==> src/rtl/srbf_pkg.sv <==
// srbf_pkg: types and constants for the source rate ban filter.
// No dependencies; used by every module in rtl.
`timescale 1ns / 1ps
package srbf_pkg;
    localparam int FLOW_ENTRIES = 32;
    localparam int BAN_ENTRIES  = 8;
    localparam int FLOW_IDX_W   = $clog2(FLOW_ENTRIES);
    localparam int BAN_IDX_W    = $clog2(BAN_ENTRIES);
    localparam logic [15:0] MIN_FRAME_LEN = 16'd34;
    localparam logic [31:0] WINDOW_RESET  = 32'd2000000000;
    localparam logic [7:0]  PROTO_RESET   = 8'd6;
    localparam logic        CFG_WINDOW    = 1'b0;
    localparam logic        CFG_PROTO     = 1'b1;

    typedef struct packed {
        logic [15:0] frame_len;
        logic [7:0]  ip_protocol;
        logic [31:0] source_addr;
        logic [62:0] now_ns;
    } srbf_in_t;

    typedef struct packed {
        logic        verdict;
        logic        newly_banned;
        logic [31:0] packets_seen;
    } srbf_out_t;

    // one flow table row as stored in memory
    typedef struct packed {
        logic [31:0] addr;
        logic [62:0] last_time;
        logic [31:0] count;
    } srbf_flow_t;
endpackage

==> src/rtl/srbf_ban_list.sv <==
// srbf_ban_list: ban list of source addresses with lookup and insert.
// Depends on srbf_pkg.
`timescale 1ns / 1ps
module srbf_ban_list
    import srbf_pkg::*;
(
    input  logic        aclk,
    input  logic        aresetn,
    input  logic [31:0] lookup_addr,
    output logic        banned,
    input  logic        add_req,
    input  logic [31:0] add_addr,
    output logic        add_ok
);
    logic [BAN_ENTRIES-1:0] valid_reg;
    logic [31:0]            addr_reg [BAN_ENTRIES];
    logic [BAN_ENTRIES-1:0] free_onehot;

    always_comb begin
        banned = 1'b0;
        for (int i = 0; i < BAN_ENTRIES; i++) begin
            if (valid_reg[i] && addr_reg[i] == lookup_addr) begin
                banned = 1'b1;
            end
        end
    end

    // lowest free slot
    assign free_onehot = ~valid_reg & (valid_reg + 1'b1);
    assign add_ok = |free_onehot;

    always_ff @(posedge aclk) begin
        if (!aresetn) begin
            valid_reg <= '0;
        end else if (add_req) begin
            valid_reg <= valid_reg | free_onehot;
        end
    end

    always_ff @(posedge aclk) begin
        for (int i = 0; i < BAN_ENTRIES; i++) begin
            if (add_req && free_onehot[i]) begin
                addr_reg[i] <= add_addr;
            end
        end
    end

`ifndef ASSERT_OFF
    a_free_onehot: assert property (@(posedge aclk) disable iff (!aresetn)
        $onehot0(free_onehot)) else $error("ban free slot not onehot");
    a_valid_grows: assert property (@(posedge aclk) disable iff (!aresetn)
        add_req && add_ok |=> $countones(valid_reg) == $past($countones(valid_reg)) + 1)
        else $error("ban insert lost");
    a_valid_hold: assert property (@(posedge aclk) disable iff (!aresetn)
        !add_req |=> $stable(valid_reg)) else $error("ban valid changed");
`endif
endmodule

==> config.mk <==
export PLATFORM = sky130hd
export DESIGN_NAME = srbf_ban_list
export DESIGN_NICKNAME = d
export VERILOG_FILES = /design/src/rtl/srbf_pkg.sv /design/src/rtl/srbf_ban_list.sv
export SDC_FILE = /design/constraint.sdc
export NUM_CORES = 1
export LEC_CHECK = 0
export ABC_AREA = 1
export BUFFER_PORTS_ARGS = -buffer_cell sky130_fd_sc_hd__buf_2
export CAP_MARGIN = 40
export CORE_ASPECT_RATIO = 1.75
export CORE_MARGIN = 5
export CORE_UTILIZATION = 37
export DETAILED_ROUTE_END_ITERATION = 10
export SETUP_SLACK_MARGIN = 0.3
export SYNTH_ARGS = -nofsm -noshare
export SYNTH_HDL_FRONTEND = slang
export SYNTH_SLANG_ARGS = --single-unit
==> constraint.sdc <==
create_clock -name aclk -period 4.6 [get_ports aclk]
set_input_delay 0.46 -clock aclk [delete_from_list [all_inputs] [get_ports aclk]]
set_output_delay 0.46 -clock aclk [all_outputs]
set_load 0.01 [all_outputs]
==> impl_metrics.py <==
metrics = {
    "setup_path": {
        "reg2regPathDepth": 9,
        "critical_path_required_ps": 4140,
        "setup.worst_path.end_class": "output port",
        "criticalPathCategory": "reg -> out",
        "crit_path_max_fanout": 1,
        "rr_startpoint": "valid_reg[1]",
        "timing.critical_path.from_type": "flip-flop",
        "reg_to_reg_end": "addr_reg[1][127]",
        "worst-endpoint-arrival_ps": 2420,
        "setup.reg_to_reg.worst_slack_ps": 1940,
    },
    "synth": {
        "synth_top_area_frac": 0.631,
        "syn_nets": 1272,
        "synth_top_cells_by_area": "edfxtp_1, nand2_1, xnor2_1, inv_1, nor2_1",
        "synth.yosys.seq_area_share": 0.644,
        "yosys.area.top_type": "edfxtp_1",
        "warnings_from_yosys": 0,
        "post_synthesis_cell_type_count": 24,
        "synth_seq_cells": 264,
        "post_synth.cell_area_avg_sq_um": 10.1,
        "post_syn_area_sq_um": 12200,
        "synthesis.instances": 1205,
    },
    "die": {
        "die_area_sq_um": 36800,
        "effective_utilization_at_floorplan": 0.371,
        "die_height_um": 250,
        "ioPinCount": 69,
        "placeable_core_area_sq_um": 32800,
        "std_cell_rows": 88,
        "floorplan.die.width_um": 147,
    },
    "timing": {
        "max_clock_freq_ghz": 0.348,
        "finalMaxSlewViolations": 0,
        "grt_setup_unrepaired": "false",
        "totalNegativeSetupSlack_ps": 0,
        "post-route-period-util": 0.625,
        "skew_final_ps": 17.4,
        "relSlewSlack": 0.582,
        "fin_crit_ps": 2880,
        "setup_viol": 0,
        "hold_slack_ps": 207,
        "worst_pin_slew_ps": 626,
        "timing.final.hold_violations": 0,
    },
    "global_route": {
        "first_global_vias": 8691,
        "overflow": 0,
        "grt_start_max_net_pins": 33,
        "grt_pass1_wl_um": 59500,
        "initial_antenna_violation_count": 1,
        "globalRouteTotalUtil": 0.229,
    },
    "pwr": {
        "irDropWorstVdd_uv": 225,
        "power_density_nw_per_um2": 364,
        "leakagePower_nw": 5.51,
    },
    "placement": {
        "place.detailed.instances": 1657,
        "dp_hpwl_um": 32700,
        "place_congestion": 0.991,
        "port_buffers": 68,
    },
    "hold_path": {
        "timing.hold.worst_path_depth": 1,
        "min-delay-path-class": "in -> reg",
        "min-delay-start": "add_addr[30]",
        "hold_path_end": "addr_reg[1][62]",
    },
    "routing": {
        "drt_iter0_drc": 590,
        "via_per_inst": 4.96,
        "post_drt_wl_per_cell_um": 25.1,
        "detail_route.first_pass.iterations": 5,
        "drt-total-wl_um": 42600,
        "dr_total_vias": 8435,
        "post-route-drc-count": 0,
        "drt.antenna.violating_nets": 0,
    },
    "run_status": {
        "status": "finished clean",
    },
    "clock_network": {
        "cts_buffer_count": 25,
        "clk-insertion-delay-late_ps": 550,
        "cts.htree.levels": 1,
        "worst_setup_hold_path_clk_slew_ps": 60,
        "ctsLongestPathBuffers": 3,
        "post_cts_hold_buffer_count": 0,
        "cts_setup_buffers": 0,
        "clk_root_buffer_cell": "clkbuf_16",
        "numClockSinks": 264,
        "cts_tree": "yes",
        "post_cts_gate_resize_count": 0,
    },
    "final_layout": {
        "drive_gt1_frac": 0.105,
        "layout_net_count": 1346,
        "area_growth_pct": 12.5,
        "finalNonFillerCells": 1701,
        "final_common_cell": "nand2_1",
        "top_library_cells_by_usage_in_the_layout_fill_and_taps_aside": "nand2_1, edfxtp_1, inv_1",
        "largest_reg_flops": 256,
    },
    "run": {
        "drv_cap": 0,
    },
}
[metrics by stage]
stage,total power (W),setup WS [ps],utilization,area [sq um]
CTS,0.00501,1740,0.418,13700
floorplan,0.00295,1010,-,12200
finish,0.00499,1720,0.418,13700
global placement,0.00313,1890,0.394,12900
global route,0.00513,1680,0.418,13700
detailed placement,0.00314,1850,0.396,13000
[kinds of logic (layout without fill, tap and decap cells)]
kind of cell,after synthesis,count (layout),synth area share
compound gates,67,67,0.0312
xor+xnor,98,98,0.0705
buf+inv,220,310,0.0756
flops,264,264,0.644
other cells,0,1,0
simple gates,556,556,0.179
[synth_stat cells (all sizes together)]
library cell,instances
nor3,3
edfxtp,256
clkinv,1
xor2,6
a21oi,13
buf,31
nand3,20
nand4,17
o21ai,30
o221ai,5
o22ai,17
nor2,110
dfxtp,8
or2,3
inv,188
nand2,403
xnor2,92
o211ai,2
[worst max path at each step]
| stage | startpoint | to | slack (ps) |
|---|---|---|---|
| 2_1_floorplan | add_req | addr_reg[1][64] | 1010 |
| 5_1_grt | addr_reg[1][108] | banned | 1680 |
| 3_3_place_gp | add_req | addr_reg[1][119] | 1890 |
| 4_1_cts | addr_reg[1][108] | banned | 1740 |
| 6_report | addr_reg[1][108] | banned | 1720 |
| 3_5_place_dp | add_req | addr_reg[1][127] | 1850 |
[cell type report]
| cell class | count | area, sq um |
|---|---|---|
| Fill cell | 3210 | 19100 |
| Clock buffer | 30 | 644 |
| Tap cell | 405 | 507 |
| Antenna cell | 1 | 2.50 |
| Timing Repair Buffer | 78 | 453 |
| Sequential cell | 264 | 7850 |
| Inverter | 189 | 709 |
| Multi-Input combinational cell | 721 | 3470 |
| Clock inverter | 13 | 75.1 |
[power by group]
part	total (W)	internal (W)	switching, W
Sequential	0.00269	0.00267	0.0000182
Clock	0.00191	0.00100	0.000905
Combinational	0.000392	0.000105	0.000287
Total	0.00499	0.00378	0.00121
[metal layers]
| metal | up-vias | part of all wire | global-route usage |
|---|---|---|---|
| met5 | - | 0 | 0 |
| met4 | 0 | 0.081 | 0.156 |
| met3 | 108 | 0.038 | 0.0205 |
| met2 | 263 | 0.54 | 0.436 |
| met1 | 4079 | 0.34 | 0.231 |
| li1 | 3985 | - | - |
[worst max-delay path: stages, from the launching register on]
cell and delay [ps]:
edfxtp_1 380, xnor2_1 370, nand2_1 90, nor2_1 120, nand2_1 60, nor2_1 300, nand3_1 180, nand2_1 100
nor2_1 60, nand2_1 70, buf_2 130
(Power assumes the default switching activity.)
